--- config.mk ---
export PLATFORM = sky130hd
export DESIGN_NAME = bmp4_threshold_to_bitplane_flat
export DESIGN_NICKNAME = d
export VERILOG_FILES = /design/src/rtl/bmpt_pkg.sv /design/src/rtl/bmpt_if.sv /design/src/rtl/bmpt_front.sv /design/src/rtl/bmpt_queue.sv /design/src/rtl/bmpt_back.sv /design/src/rtl/bmp4_threshold_to_bitplane.sv /design/src/flat_wrapper.sv
export SDC_FILE = /design/constraint.sdc
export NUM_CORES = 1
export LEC_CHECK = 0
export ABC_CLOCK_PERIOD_IN_PS = 12200
export BUFFER_PORTS_ARGS = -buffer_cell sky130_fd_sc_hd__buf_2
export CORE_AREA = 2 2 136 138
export CTS_BUF_LIST = sky130_fd_sc_hd__clkbuf_2
export DETAILED_ROUTE_END_ITERATION = 8
export DIE_AREA = 0 0 138 140
export GPL_ROUTABILITY_DRIVEN = 1
export GPL_TIMING_DRIVEN = 0
export PLACE_DENSITY = 0.84
export SLEW_MARGIN = 5
export SYNTH_ARGS = -nofsm -noshare
export SYNTH_HDL_FRONTEND = slang
export SYNTH_HIERARCHICAL = 1
export SYNTH_SLANG_ARGS = --single-unit
--- constraint.sdc ---
create_clock -name clk_i -period 12.2 [get_ports clk_i]
set_input_delay 0.61 -clock clk_i [delete_from_list [all_inputs] [get_ports clk_i]]
set_output_delay 0.61 -clock clk_i [all_outputs]
set_load 0.01 [all_outputs]
--- src/rtl/bmpt_pkg.sv ---
package bmpt_pkg;

  typedef enum logic [1:0] {
    PH_HEADER = 2'd0,
    PH_DATA   = 2'd1,
    PH_PAD    = 2'd2,
    PH_IDLE   = 2'd3
  } phase_e;

  // register indexes (paddr[3:2])
  localparam logic [1:0] REG_X_ORIGIN   = 2'd0;
  localparam logic [1:0] REG_BOTTOM_ROW = 2'd1;
  localparam logic [1:0] REG_THRESHOLD  = 2'd2;

  localparam logic [7:0] X_ORIGIN_RST   = 8'd0;
  localparam logic [7:0] BOTTOM_ROW_RST = 8'd47;
  localparam logic [7:0] THRESHOLD_RST  = 8'd0;

  // header byte positions
  localparam logic [15:0] POS_OFFSET = 16'd10;
  localparam logic [15:0] POS_WIDTH  = 16'd18;
  localparam logic [15:0] POS_HEIGHT = 16'd22;
  localparam logic [7:0]  MIN_OFFSET = 8'd23;

  localparam logic [7:0] THR_MAX = 8'd14;

  localparam int IDX_W = 9;

  typedef struct packed {
    logic [7:0] x_origin;
    logic [7:0] bottom_row;
    logic [7:0] pixel_threshold;
  } cfg_t;

  // one entry of work for the output side: a reject, or up to two bit writes
  typedef struct packed {
    logic             rej;
    logic             v0;
    logic             on0;
    logic [IDX_W-1:0] idx0;
    logic             v1;
    logic             on1;
    logic [IDX_W-1:0] idx1;
    logic             end1;
    logic [2:0]       bit_pos;
  } job_t;

endpackage

--- src/rtl/bmpt_if.sv ---
interface bmpt_in_if;
  logic       valid;
  logic       ready;
  logic [7:0] bmp_byte;
  logic       file_start;

  modport source (output valid, output bmp_byte, output file_start, input ready);
  modport sink   (input valid, input bmp_byte, input file_start, output ready);
endinterface

interface bmpt_out_if;
  logic       valid;
  logic       ready;
  logic       kind;
  logic [8:0] byte_index;
  logic [2:0] bit_pos;
  logic       pixel_on;
  logic       image_end;
  logic       last_of_run;

  modport source (output valid, output kind, output byte_index, output bit_pos,
                  output pixel_on, output image_end, output last_of_run, input ready);
  modport sink   (input valid, input kind, input byte_index, input bit_pos,
                  input pixel_on, input image_end, input last_of_run, output ready);
endinterface

--- src/rtl/bmpt_front.sv ---
module bmpt_front
  import bmpt_pkg::*;
#(
  parameter int SCREEN_WIDTH  = 84,
  parameter int SCREEN_HEIGHT = 48
) (
  input  logic       clk_i,
  input  logic       rst_ni,
  bmpt_in_if.sink    in_ch,
  input  cfg_t       cfg_i,
  input  logic       full_i,
  output logic       push_o,
  output job_t       job_o
);

  localparam int BW        = (SCREEN_HEIGHT / 8 + 1) > 1 ? $clog2(SCREEN_HEIGHT / 8 + 1) : 1;
  localparam int BUF_BYTES = SCREEN_WIDTH * SCREEN_HEIGHT / 8;

  logic [15:0]   file_pos_q, file_pos_d;
  logic [7:0]    offset_q, offset_d;
  logic [7:0]    width_q, width_d;
  phase_e        phase_q, phase_d;
  logic [6:0]    bir_q, bir_d;
  logic [1:0]    pad_q, pad_d;
  logic [7:0]    rows_q, rows_d;
  logic [2:0]    row_bit_q, row_bit_d;
  logic [BW-1:0] band_q, band_d;
  logic [9:0]    wi_q, wi_d;

  logic          acc;
  logic [15:0]   p;
  phase_e        ph;
  logic          do_data;
  logic [7:0]    b;
  logic [3:0]    thr;
  logic [10:0]   idx1;
  logic          row_end;
  logic          last;
  logic          bad;

  assign in_ch.ready = !full_i;
  assign acc = in_ch.valid && !full_i;
  assign b   = in_ch.bmp_byte;
  assign thr = (cfg_i.pixel_threshold > THR_MAX) ? THR_MAX[3:0] : cfg_i.pixel_threshold[3:0];

  function automatic logic [9:0] row_base(input logic [7:0] x, input logic [BW-1:0] band);
    row_base = 10'({2'b00, x} + 10'(SCREEN_WIDTH * int'(band)));
  endfunction

  always_comb begin
    file_pos_d = file_pos_q;
    offset_d   = offset_q;
    width_d    = width_q;
    phase_d    = phase_q;
    bir_d      = bir_q;
    pad_d      = pad_q;
    rows_d     = rows_q;
    row_bit_d  = row_bit_q;
    band_d     = band_q;
    wi_d       = wi_q;
    push_o     = 1'b0;
    job_o      = '0;
    do_data    = 1'b0;
    bad        = 1'b0;
    p          = in_ch.file_start ? 16'd0 : file_pos_q;
    ph         = in_ch.file_start ? PH_HEADER : phase_q;
    idx1       = {1'b0, wi_q} + 11'd1;
    row_end    = (bir_q <= 7'd1);
    last       = row_end && (rows_q <= 8'd1);
    if (acc) begin
      file_pos_d = (p != 16'hFFFF) ? p + 16'd1 : p;
      phase_d    = ph;
      case (ph)
        PH_IDLE: ;
        PH_PAD: begin
          pad_d = pad_q - 2'd1;
          if (pad_d == 2'd0) phase_d = PH_DATA;
        end
        PH_DATA: do_data = 1'b1;
        PH_HEADER: begin
          if (p == POS_OFFSET) begin
            offset_d = b;
          end else if (p == POS_WIDTH) begin
            width_d = b;
          end else if (p == POS_HEIGHT) begin
            bad = (b == 8'd0) || width_q[0] ||
                  (({1'b0, cfg_i.x_origin} + {1'b0, width_q}) > 9'(SCREEN_WIDTH)) ||
                  (({1'b0, cfg_i.bottom_row} + 9'd1) < {1'b0, b}) ||
                  (cfg_i.bottom_row > 8'(SCREEN_HEIGHT)) ||
                  (offset_q < MIN_OFFSET);
            if (bad) begin
              phase_d    = PH_IDLE;
              push_o     = 1'b1;
              job_o.rej  = 1'b1;
            end else if (width_q == 8'd0) begin
              phase_d = PH_IDLE;
            end else begin
              bir_d     = width_q[7:1];
              rows_d    = b;
              row_bit_d = cfg_i.bottom_row[2:0];
              band_d    = BW'(cfg_i.bottom_row >> 3);
              wi_d      = row_base(cfg_i.x_origin, BW'(cfg_i.bottom_row >> 3));
            end
          end else if (p > POS_HEIGHT && p == {8'd0, offset_q}) begin
            phase_d = PH_DATA;
            do_data = 1'b1;
          end
        end
        default: ;
      endcase

      if (do_data) begin
        job_o.v0      = 32'(wi_q) < BUF_BYTES;
        job_o.idx0    = wi_q[IDX_W-1:0];
        job_o.on0     = b[7:4] > thr;
        job_o.v1      = 32'(idx1) < BUF_BYTES;
        job_o.idx1    = idx1[IDX_W-1:0];
        job_o.on1     = b[3:0] > thr;
        job_o.end1    = last;
        job_o.bit_pos = row_bit_q;
        push_o        = job_o.v0 || job_o.v1;
        wi_d  = wi_q + 10'd2;
        bir_d = bir_q - 7'd1;
        if (row_end) begin
          rows_d = rows_q - 8'd1;
          if (rows_d == 8'd0) begin
            phase_d = PH_IDLE;
          end else begin
            if (row_bit_q != 3'd0) begin
              row_bit_d = row_bit_q - 3'd1;
            end else begin
              row_bit_d = 3'd7;
              band_d    = band_q - BW'(1);
            end
            wi_d    = row_base(cfg_i.x_origin, band_d);
            bir_d   = width_q[7:1];
            pad_d   = 2'd0 - bir_d[1:0];
            phase_d = (pad_d != 2'd0) ? PH_PAD : PH_DATA;
          end
        end
      end
    end
  end

  always_ff @(posedge clk_i or negedge rst_ni) begin
    if (!rst_ni) begin
      file_pos_q <= '0;
      offset_q   <= '0;
      width_q    <= '0;
      phase_q    <= PH_HEADER;
      bir_q      <= '0;
      pad_q      <= '0;
      rows_q     <= '0;
      row_bit_q  <= '0;
      band_q     <= '0;
      wi_q       <= '0;
    end else begin
      file_pos_q <= file_pos_d;
      offset_q   <= offset_d;
      width_q    <= width_d;
      phase_q    <= phase_d;
      bir_q      <= bir_d;
      pad_q      <= pad_d;
      rows_q     <= rows_d;
      row_bit_q  <= row_bit_d;
      band_q     <= band_d;
      wi_q       <= wi_d;
    end
  end

endmodule

--- src/rtl/bmpt_queue.sv ---
module bmpt_queue
  import bmpt_pkg::*;
#(
  parameter int DEPTH = 2
) (
  input  logic clk_i,
  input  logic rst_ni,
  input  logic push_i,
  input  job_t data_i,
  input  logic pop_i,
  output job_t data_o,
  output logic full_o,
  output logic empty_o
);

  localparam int PW = DEPTH > 1 ? $clog2(DEPTH) : 1;
  localparam int CW = $clog2(DEPTH + 1);

  job_t          mem_q [DEPTH];
  logic [PW-1:0] wr_q, rd_q;
  logic [CW-1:0] cnt_q;

  assign full_o  = (cnt_q == CW'(DEPTH));
  assign empty_o = (cnt_q == '0);
  assign data_o  = mem_q[rd_q];

  function automatic logic [PW-1:0] nxt(input logic [PW-1:0] ptr);
    nxt = (ptr == PW'(DEPTH - 1)) ? '0 : ptr + PW'(1);
  endfunction

  always_ff @(posedge clk_i) begin
    if (push_i) mem_q[wr_q] <= data_i;
  end

  always_ff @(posedge clk_i or negedge rst_ni) begin
    if (!rst_ni) begin
      wr_q  <= '0;
      rd_q  <= '0;
      cnt_q <= '0;
    end else begin
      if (push_i) wr_q <= nxt(wr_q);
      if (pop_i)  rd_q <= nxt(rd_q);
      if (push_i && !pop_i)      cnt_q <= cnt_q + CW'(1);
      else if (pop_i && !push_i) cnt_q <= cnt_q - CW'(1);
    end
  end

endmodule

--- src/rtl/bmpt_back.sv ---
module bmpt_back
  import bmpt_pkg::*;
(
  input  logic        clk_i,
  input  logic        rst_ni,
  input  job_t        job_i,
  input  logic        empty_i,
  output logic        pop_o,
  bmpt_out_if.source  out_ch
);

  logic busy_q, second_q;
  job_t job_q;
  logic fire, done, load;

  assign fire  = out_ch.valid && out_ch.ready;
  assign done  = fire && (job_q.rej || second_q || !job_q.v1);
  assign load  = !empty_i && (!busy_q || done);
  assign pop_o = load;

  assign out_ch.valid       = busy_q;
  assign out_ch.kind        = job_q.rej;
  assign out_ch.byte_index  = job_q.rej ? '0 : (second_q ? job_q.idx1 : job_q.idx0);
  assign out_ch.bit_pos     = job_q.rej ? '0 : job_q.bit_pos;
  assign out_ch.pixel_on    = !job_q.rej && (second_q ? job_q.on1 : job_q.on0);
  assign out_ch.image_end   = !job_q.rej && second_q && job_q.end1;
  assign out_ch.last_of_run = job_q.rej || second_q || !job_q.v1;

  always_ff @(posedge clk_i) begin
    if (load) job_q <= job_i;
  end

  always_ff @(posedge clk_i or negedge rst_ni) begin
    if (!rst_ni) begin
      busy_q   <= 1'b0;
      second_q <= 1'b0;
    end else if (load) begin
      busy_q   <= 1'b1;
      second_q <= !job_i.v0;  // skip a dropped first write
    end else if (done) begin
      busy_q <= 1'b0;
    end else if (fire) begin
      second_q <= 1'b1;
    end
  end

endmodule

--- src/rtl/bmp4_threshold_to_bitplane.sv ---
// The first result of a byte is offered once the byte has passed through the queue and
// the output job register; the second result follows once the first result is taken.
// Throughput: header and padding bytes are accepted one per cycle while the queue is
// not full; a data byte yields up to two bit writes, given one at a time by the single
// result port. A 2-entry queue lets the parser run ahead while results wait to be taken.
// Reset (rst_ni low, asynchronous) clears parser state and queue, and loads
// x_origin 0, bottom_row 47, pixel_threshold 0.
module bmp4_threshold_to_bitplane
  import bmpt_pkg::*;
#(
  parameter int SCREEN_WIDTH  = 84,
  parameter int SCREEN_HEIGHT = 48
) (
  input  logic        clk_i,
  input  logic        rst_ni,
  bmpt_in_if.sink     in_ch,
  bmpt_out_if.source  out_ch,
  input  logic        psel,
  input  logic        penable,
  input  logic        pwrite,
  input  logic [3:0]  paddr,
  input  logic [31:0] pwdata,
  output logic [31:0] prdata,
  output logic        pready
);

  cfg_t cfg_q;
  logic wr_en;
  logic push, pop, full, empty;
  job_t job_in, job_out;

  assign pready = 1'b1;
  assign wr_en  = psel && penable && pwrite;

  always_ff @(posedge clk_i or negedge rst_ni) begin
    if (!rst_ni) begin
      cfg_q.x_origin        <= X_ORIGIN_RST;
      cfg_q.bottom_row      <= BOTTOM_ROW_RST;
      cfg_q.pixel_threshold <= THRESHOLD_RST;
    end else if (wr_en) begin
      case (paddr[3:2])
        REG_X_ORIGIN:   cfg_q.x_origin        <= pwdata[7:0];
        REG_BOTTOM_ROW: cfg_q.bottom_row      <= pwdata[7:0];
        REG_THRESHOLD:  cfg_q.pixel_threshold <= pwdata[7:0];
        default: ;
      endcase
    end
  end

  always_comb begin
    case (paddr[3:2])
      REG_X_ORIGIN:   prdata = {24'd0, cfg_q.x_origin};
      REG_BOTTOM_ROW: prdata = {24'd0, cfg_q.bottom_row};
      REG_THRESHOLD:  prdata = {24'd0, cfg_q.pixel_threshold};
      default:        prdata = '0;
    endcase
  end

  bmpt_front #(
    .SCREEN_WIDTH (SCREEN_WIDTH),
    .SCREEN_HEIGHT(SCREEN_HEIGHT)
  ) u_front (
    .clk_i (clk_i),
    .rst_ni(rst_ni),
    .in_ch (in_ch),
    .cfg_i (cfg_q),
    .full_i(full),
    .push_o(push),
    .job_o (job_in)
  );

  bmpt_queue #(
    .DEPTH(2)
  ) u_queue (
    .clk_i  (clk_i),
    .rst_ni (rst_ni),
    .push_i (push),
    .data_i (job_in),
    .pop_i  (pop),
    .data_o (job_out),
    .full_o (full),
    .empty_o(empty)
  );

  bmpt_back u_back (
    .clk_i  (clk_i),
    .rst_ni (rst_ni),
    .job_i  (job_out),
    .empty_i(empty),
    .pop_o  (pop),
    .out_ch (out_ch)
  );

endmodule

--- src/flat_wrapper.sv ---
// flat-port wrapper written by rule: the top's interface ports become plain ports
module bmp4_threshold_to_bitplane_flat import bmpt_pkg::*;
#(
  parameter int SCREEN_WIDTH  = 84,
  parameter int SCREEN_HEIGHT = 48
)
  (clk_i, rst_ni, psel, penable, pwrite, paddr, pwdata, prdata, pready, in_ch_valid, in_ch_bmp_byte, in_ch_file_start, in_ch_ready, out_ch_valid, out_ch_kind, out_ch_byte_index, out_ch_bit_pos, out_ch_pixel_on, out_ch_image_end, out_ch_last_of_run, out_ch_ready);
  bmpt_in_if in_ch_i ();
  bmpt_out_if out_ch_i ();
  input  logic clk_i;
  input  logic rst_ni;
  input  logic psel;
  input  logic penable;
  input  logic pwrite;
  input  logic [3:0] paddr;
  input  logic [31:0] pwdata;
  output logic [31:0] prdata;
  output logic pready;
  input wire logic [$bits(in_ch_i.valid)-1:0] in_ch_valid;
  input wire logic [$bits(in_ch_i.bmp_byte)-1:0] in_ch_bmp_byte;
  input wire logic [$bits(in_ch_i.file_start)-1:0] in_ch_file_start;
  output wire logic [$bits(in_ch_i.ready)-1:0] in_ch_ready;
  output wire logic [$bits(out_ch_i.valid)-1:0] out_ch_valid;
  output wire logic [$bits(out_ch_i.kind)-1:0] out_ch_kind;
  output wire logic [$bits(out_ch_i.byte_index)-1:0] out_ch_byte_index;
  output wire logic [$bits(out_ch_i.bit_pos)-1:0] out_ch_bit_pos;
  output wire logic [$bits(out_ch_i.pixel_on)-1:0] out_ch_pixel_on;
  output wire logic [$bits(out_ch_i.image_end)-1:0] out_ch_image_end;
  output wire logic [$bits(out_ch_i.last_of_run)-1:0] out_ch_last_of_run;
  input wire logic [$bits(out_ch_i.ready)-1:0] out_ch_ready;
  assign in_ch_i.valid = in_ch_valid;
  assign in_ch_i.bmp_byte = in_ch_bmp_byte;
  assign in_ch_i.file_start = in_ch_file_start;
  assign in_ch_ready = in_ch_i.ready;
  assign out_ch_valid = out_ch_i.valid;
  assign out_ch_kind = out_ch_i.kind;
  assign out_ch_byte_index = out_ch_i.byte_index;
  assign out_ch_bit_pos = out_ch_i.bit_pos;
  assign out_ch_pixel_on = out_ch_i.pixel_on;
  assign out_ch_image_end = out_ch_i.image_end;
  assign out_ch_last_of_run = out_ch_i.last_of_run;
  assign out_ch_i.ready = out_ch_ready;
  bmp4_threshold_to_bitplane #(.SCREEN_WIDTH(SCREEN_WIDTH), .SCREEN_HEIGHT(SCREEN_HEIGHT)) u_core (.clk_i(clk_i), .rst_ni(rst_ni), .in_ch(in_ch_i), .out_ch(out_ch_i), .psel(psel), .penable(penable), .pwrite(pwrite), .paddr(paddr), .pwdata(pwdata), .prdata(prdata), .pready(pready));
endmodule
* Word-level counts from Yosys, hierarchy flattened
Memory sizes are Yosys's and may differ from the RTL's.
Index checks and enable logic that the tools add are counted.
** Storage, ports and cells
- Register bits :: 123
- Bits in writable memories :: 54
- Logic and storage cells :: 226
- Memories :: 1
** Memory list
- u_core.u_queue.mem_q :: words 2, width 27, read ports 1, clocked after memory_dff 0, wr ports 1, RTL line bmpt_queue.sv:19 : job_t mem_q [DEPTH];
** Cells by class
- Add/sub/neg operators :: 17
- Multipliers :: 2
- $lt $le $gt $ge :: 12
- Equality and inequality tests :: 15
- Mux-type cells :: 101
- Bitwise operators :: 1
- Reductions and logical operators :: 51
** Operator list (number)
- $mux 10 :: 9
- $mux 3 :: 25
- $mux 8 :: 8
- $mux 7 :: 9
- $mux 2 :: 18
- $eq 16x5->1 const B :: 2
- $mux 16 :: 2
- $mux 27 :: 1
- $mux 26 :: 1
- $logic_not 8->1 :: 3
- $pmux 8 s3 :: 1
- $mux 1 :: 22
- $add 8x10->10 :: 2
- $mux 9 :: 2
- $add 16x1->16 const B :: 1
- $eq 16x4->1 const B :: 1
- $eq 16x8->1 :: 1
- $gt 16x5->1 const B :: 1
- $mul 5x3->8 const A :: 2
- $ne 16x16->1 const B :: 1
- $logic_and 1x1->1 :: 13
- $reduce_bool 2->1 :: 6
- $add 10x1->11 const B :: 1
- $lt 11x9->1 const B :: 1
- other kinds (34) :: 66

* Depth between registers and ports, before layout
- Depth in word-level cells :: 21
- Depth in mapped cells :: 24
- Gate-level depth less buffers :: 24

* Modules after synthesis
The synthesis kept the hierarchy.
** By module, submodules not included
- bmpt_front :: times used 1, cells each 772, area an instance 6501.2 µm²
- bmpt_queue :: times used 1, cells each 100, area an instance 2234.6 µm²
- bmp4_threshold_to_bitplane :: times used 1, cells each 108, area an instance 1340.0 µm²
- bmpt_back :: times used 1, cells each 67, area an instance 1108.6 µm²

* Least setup slack after synthesis
OpenSTA, ideal clock, no wires.
- Path type :: input -> register
- From :: input in_ch_file_start
- To :: memory u_core/u_queue/mem_q[0][0] in the netlist's numbering, enable pin
- Library setup time :: 0.414 ns
- Arrival time :: 4.442 ns
- Slack :: 7.344 ns
- Stages on the path :: 13
- Cell sequence :: buf_2 clkbuf_1 clkbuf_1 nor2b_1 ha_1 and3b_1 o21ai_0 a211oi_1 a31oi_1 clkbuf_1 nor3_1 a2bb2oi_1 nor2b_1
** Between the ends
- Longest elaborated chain between the ends :: 13
** RTL lines
- start, declared :: RTL line flat_wrapper.sv:21 : input wire logic [$bits(in_ch_i.file_start)-1:0] in_ch_file_start;
- $mux 16 :: RTL line bmpt_front.sv:65 : p = in_ch.file_start ? 16'd0 : file_pos_q;
- $gt 16x5->1 or $eq 16x8->1 (tied branches) :: RTL line bmpt_front.sv:104 : end else if (p > POS_HEIGHT && p == {8'd0, offset_q}) begin
- $logic_and 1x1->1 :: RTL line bmpt_front.sv:104
- $mux 1 :: RTL line bmpt_front.sv:104
- $mux 1 :: RTL line bmpt_front.sv:85 : end else if (p == POS_HEIGHT) begin
- $mux 1 :: RTL line bmpt_front.sv:83 : end else if (p == POS_WIDTH) begin
- $mux 1 :: RTL line bmpt_front.sv:81 : if (p == POS_OFFSET) begin
- $pmux 1 s2 :: RTL line bmpt_front.sv:73 : case (ph)
- $mux 1 :: RTL line bmpt_front.sv:70 : if (acc) begin
- $mux 1 (*) :: RTL line bmpt_front.sv:112 : if (do_data) begin
- $mux 1 (*) :: RTL line bmpt_front.sv:70
- named net u_core.push :: RTL line bmp4_threshold_to_bitplane.sv:29 : logic push, pop, full, empty;
- $mux 1 (*) :: RTL line bmpt_queue.sv:32 : if (push_i) mem_q[wr_q] <= data_i;
- $mux 1 (implied by the code) (*) :: RTL line bmpt_queue.sv:32
- end, declared :: RTL line bmpt_queue.sv:19
The timed path passes the listed nets; every way through them passes the cells marked *. The select of a mux whose other input is x is not followed.

* Worst setup path after layout
- From :: register u_core/cfg_q[8] in the netlist's numbering
- To :: register u_core.u_front.wi_q[8]
** Between the ends
- Longest elaborated chain between the ends :: 20
** RTL lines
- start, declared :: RTL line bmp4_threshold_to_bitplane.sv:27 : cfg_t cfg_q;
- $add 8x1->9 :: RTL line bmpt_front.sv:88 : (({1'b0, cfg_i.bottom_row} + 9'd1) < {1'b0, b}) ||
- $lt 9x8->1 :: RTL line bmpt_front.sv:88
- $logic_or 1x1->1 :: RTL line bmpt_front.sv:87 : (({1'b0, cfg_i.x_origin} + {1'b0, width_q}) > 9'(SCREEN_WIDTH)) ||
- $logic_or 1x1->1 (*) :: RTL line bmpt_front.sv:88
- $logic_or 1x1->1 (*) :: RTL line bmpt_front.sv:89 : (cfg_i.bottom_row > 8'(SCREEN_HEIGHT)) ||
- $mux 3 :: RTL line bmpt_front.sv:91 : if (bad) begin
- $mux 3 :: RTL line bmpt_front.sv:85
- $mux 3 :: RTL line bmpt_front.sv:83
- [... 4 more ...]
- $mux 3 :: RTL line bmpt_front.sv:124 : if (row_end) begin
- $mux 3 :: RTL line bmpt_front.sv:112
- $mux 3 :: RTL line bmpt_front.sv:70
- $mul 5x3->8 :: RTL line bmpt_front.sv:47 : row_base = 10'({2'b00, x} + 10'(SCREEN_WIDTH * int'(band)));
- $add 8x10->10 :: RTL line bmpt_front.sv:47
- $mux 10 :: RTL line bmpt_front.sv:126 : if (rows_d == 8'd0) begin
- $mux 10 :: RTL line bmpt_front.sv:124
- $mux 10 :: RTL line bmpt_front.sv:112
- end signal, assigned :: RTL line bmpt_front.sv:167 : wi_q <= wi_d;
- end, declared :: RTL line bmpt_front.sv:28 : logic [9:0] wi_q, wi_d;
Mark *: on every way between the ends. The rest lies on a longest branch, timed or not. The select of a mux whose other input is x is not followed.
A chain may end at the register's enable or synchronous reset.

==> results.py <==
metrics = {
    "critical_path": {
        "slowest_delay_ps": 710,
        "critPathSlowestCell": "dfstp_2",
        "startpoint_type": "flip-flop",
        "cp.buffers_inverters": 0,
        "cp-startpoint": "u_core/cfg_q[8]$_DFFE_PN1P_",
        "cp_max_fo": 9,
        "worst_ep_required_time_ps": 12910,
        "path_delay_family": "compound AO/OA/AOI/OAI gates",
        "worstSetupPathType": "flip-flop to flip-flop",
        "crit_chain": "ha_1 -> nand3_1 -> nor2_1 -> xor2_1 -> ha_1 -> a21oi_1 -> o21ai_0 -> a221oi_1 -> a21oi_2 -> nand4_2 -> mux2i_1 -> o21ai_0 -> ha_1 -> ha_1 -> nor2b_1 -> o21ai_0 -> a21boi_0 -> o21ai_0 -> nor4b_1 -> nor4_1 -> o32a_1",
        "cp-endpoint": "u_core/u_front/wi_q[8]$_DFFE_PN0P_",
        "r2r-end": "u_core/u_front/wi_q[8]$_DFFE_PN0P_",
        "r2r_start": "u_core/cfg_q[8]$_DFFE_PN1P_",
        "crit_cells": 21,
        "endpoint_kind": "flip-flop",
        "r2r_slack_ps": 6540,
        "r2r_cells": 21,
        "arrival_ps": 6380,
    },
    "synth": {
        "yosys_warnings": 6,
        "yosysSeqAreaShare_pct": 43.2,
        "ys_ff_latch": 177,
        "avgSynthCellArea_um2": 10.7,
        "syn_inst": 1047,
        "synth_edf_count": 80,
        "syn_area_um2": 11200,
        "synth.distinct_cells": 93,
        "ys.flop_type": "dfrtp_1",
        "async_flop_share_pct": 54.8,
    },
    "clock_tree": {
        "post_cts_buffers": 0,
        "cts_made_buffers": 17,
        "cts.sinks": 177,
        "postCtsResizedCells": 0,
        "clk_path_buf_depth": 2,
        "cts_tree": "built",
        "clk_latency_ps": 810,
        "root_buffer": "clkbuf_2",
        "path_clk_slew_ps": 300,
        "cts.htree.levels": 4,
    },
    "sta": {
        "tns_ps": 0,
        "rsz0062_at_grt": "false",
        "clock.fmax_mhz": 177,
        "hold_viol": 0,
        "relSlewSlack_pct": 17.5,
        "hold_ws_ps": 93.0,
        "min_period_ps": 5660,
        "period_share_pct": 46.4,
        "setup_viol": 0,
        "slew_violations": 0,
        "tightest_slew_ps": 1240,
        "skew_ps": 50.7,
    },
    "pwr": {
        "clock_power_share_pct": 14.9,
        "p_int_mw": 1.29,
        "power_mw": 2.19,
        "sw_frac_of_total_pct": 41.1,
        "p_per_area_nw_per_um2": 179,
        "power_leakage_nw": 5.30,
        "power_frac_comb_pct": 43.0,
        "peakVddDrop_mv": 0.179,
        "pwr-share-seq_pct": 42.0,
        "p_sw_mw": 0.901,
    },
    "floorplan": {
        "placementRows": 49,
        "num_io_pins": 103,
        "die-area_um2": 19300,
        "die_h_um": 140,
        "die_w_um": 138,
        "initial_utilization_pct": 62.9,
        "fp.coreArea_um2": 17800,
    },
    "job": {
        "maxCapViolCount": 0,
    },
    "detailed_routing": {
        "post-route-drc-count": 0,
        "routed-wl-met3_um": 1790,
        "via_count": 8447,
        "drtAntennaViolNets": 0,
        "vias_per_cell": 6.06,
        "drt_iter0_drc": 748,
        "drtPass1Iterations": 5,
        "drt-total-wl_um": 24800,
        "dr_wl_met2_um": 12100,
        "wl_per_cell_um": 17.8,
        "route.layer.met1.wl_um": 10300,
        "top_layer": "met4",
    },
    "finish": {
        "syn2layout_area_growth_pct": 9.32,
        "multi_input_area_um2": 5790,
        "final_nets": 1266,
        "n_fill_cell": 1348,
        "final_common_cell": "dfrtp_1",
        "drive_gt1_share_pct": 19.6,
        "final_cell_mix": "dfrtp_1, edfxtp_1, nor2_1, buf_2, ha_1",
        "regArea_um2": 4840,
    },
    "run_status": {
        "status": "completed",
    },
    "min_path": {
        "hp-class": "input pin to flip-flop",
        "whs_path_depth": 2,
        "hold_start": "in_ch_bmp_byte[1]",
    },
    "placement": {
        "gp_congestion": 0.948,
        "port_buffers": 50,
        "hpwl_um": 18000,
    },
    "grt": {
        "grt_pass1_wl_um": 40700,
        "grt_antenna_before_repair": 1,
        "grt_pass1_vias": 8138,
        "grtUsageTotal_pct": 26.1,
        "grt_start_max_net_pins": 67,
        "globalRouteOverflowTotal": 0,
    },
}
## worst register-to-register path, stage by stage, from the launching register on
cell and delay (ps):
dfstp_2 710, ha_1 210, nand3_1 130, nor2_1 150, xor2_1 190, ha_1 280, a21oi_1 140, o21ai_0 100
a221oi_1 630, a21oi_2 120, nand4_2 290, mux2i_1 120, o21ai_0 340, ha_1 330, ha_1 340, nor2b_1 150
o21ai_0 210, a21boi_0 170, o21ai_0 260, nor4b_1 280, nor4_1 100, o32a_1 340
## Yosys cell counts (23+ instances only)
| cell type | number | share of area, % |
|---|---|---|
| nand2_1 | 59 | 2.0 |
| buf_4 | 26 | 1.7 |
| nand3_1 | 42 | 1.9 |
| inv_1 | 47 | 1.6 |
| clkbuf_1 | 23 | 0.77 |
| xor2_1 | 25 | 2.0 |
| o21ai_0 | 40 | 1.8 |
| ha_1 | 61 | 6.8 |
| mux2_4 | 27 | 3.6 |
| xnor2_1 | 24 | 1.9 |
| edfxtp_1 | 80 | 21 |
| mux2i_1 | 36 | 3.2 |
| nor2_1 | 78 | 2.6 |
| dfrtp_1 | 92 | 21 |
| a21oi_1 | 35 | 1.6 |
| mux2_2 | 43 | 4.3 |
## power by group through the flow
| stage | registers [mW] | logic [mW] | clock network [mW] |
|---|---|---|---|
| 2_1_floorplan | 0.888 | 0.710 | 0 |
| 6_report | 0.921 | 0.943 | 0.328 |
| 5_1_grt | 0.942 | 1.03 | 0.362 |
| 4_1_cts | 0.920 | 0.930 | 0.334 |
| 3_3_place_gp | 0.924 | 0.888 | 0 |
| 3_5_place_dp | 0.934 | 0.924 | 0 |
## metrics by stage
stage          setup WS, ps  utilization [%]  std cells  area [um2]
2_1_floorplan          7340                -       1070       11300
3_3_place_gp           5900             66.4       1349       11800
3_5_place_dp           6690             66.7       1351       11900
4_1_cts                6620             68.6       1389       12200
5_1_grt                6150             68.8       1393       12200
6_report               6540             68.8       1393       12200
## worst min-delay path by stage
stage | end | slack [ps]
finish | u_core/u_front/offset_q[1]$_DFFE_PN0P_ | 90
global route | u_core/u_front/offset_q[1]$_DFFE_PN0P_ | 0.6
CTS | u_core/cfg_q[11]$_DFFE_PN1P_ | 9
detailed placement | u_core/u_queue/cnt_q[1]$_DFFE_PN0P_ | 500
global placement | u_core/u_queue/wr_q$_DFFE_PN0P_ | 470
floorplan | u_core/cfg_q[0]$_DFFE_PN0P_ | 310
## registers in the layout, summed over array words and instances (netlist names), 2 cells and up
signal                     count
u_core/u_front/rows_q          8
u_core/u_front/pad_q           2
u_core/u_back/job_q           25
u_core/u_front/phase_q         2
u_core/cfg_q                  24
u_core/u_front/file_pos_q     16
u_core/u_front/wi_q           10
u_core/u_front/band_q          3
u_core/u_front/bir_q           7
u_core/u_front/offset_q        8
u_core/u_queue/mem_q          54
u_core/u_queue/cnt_q           2
u_core/u_front/row_bit_q       3
u_core/u_front/width_q         8
## layout make-up
cell class,instances,share of cell area [%]
flip-flops and latches,177,39.6
diodes,1,0.0205
inverters,48,1.47
clock inverters,15,1.48
plain buffers,74,3.80
clock buffers,17,0.696
multi-input cells,771,47.4
repair buffers,61,3.25
well taps,229,2.34
## cell families (layout without fill, tap and decap cells)
group,after synthesis,count (layout),synth area share [%]
other,2,26,0.0671
AND/OR/NAND/NOR,340,340,16.8
buffers and inverters,122,215,5.76
XOR/XNOR,49,49,3.84
adder cells (fa/ha/maj),64,64,7.36
AO/OA/AOI/OAI,187,187,11.8
multiplexers,106,106,11.2
flip-flops,177,177,43.2
## per-layer routing
layer,vias up,GRT usage [%]
li1,4016,-
met1,4029,34.8
met2,337,43.1
met3,65,5.64
met4,0,8.00
met5,-,0
## repair_timing
action	in CTS	in global routing
endpoints found under the hold margin	45	7
setup endpoints to repair	0	0
hold buffers	6	3
(Power assumes the default switching activity.)
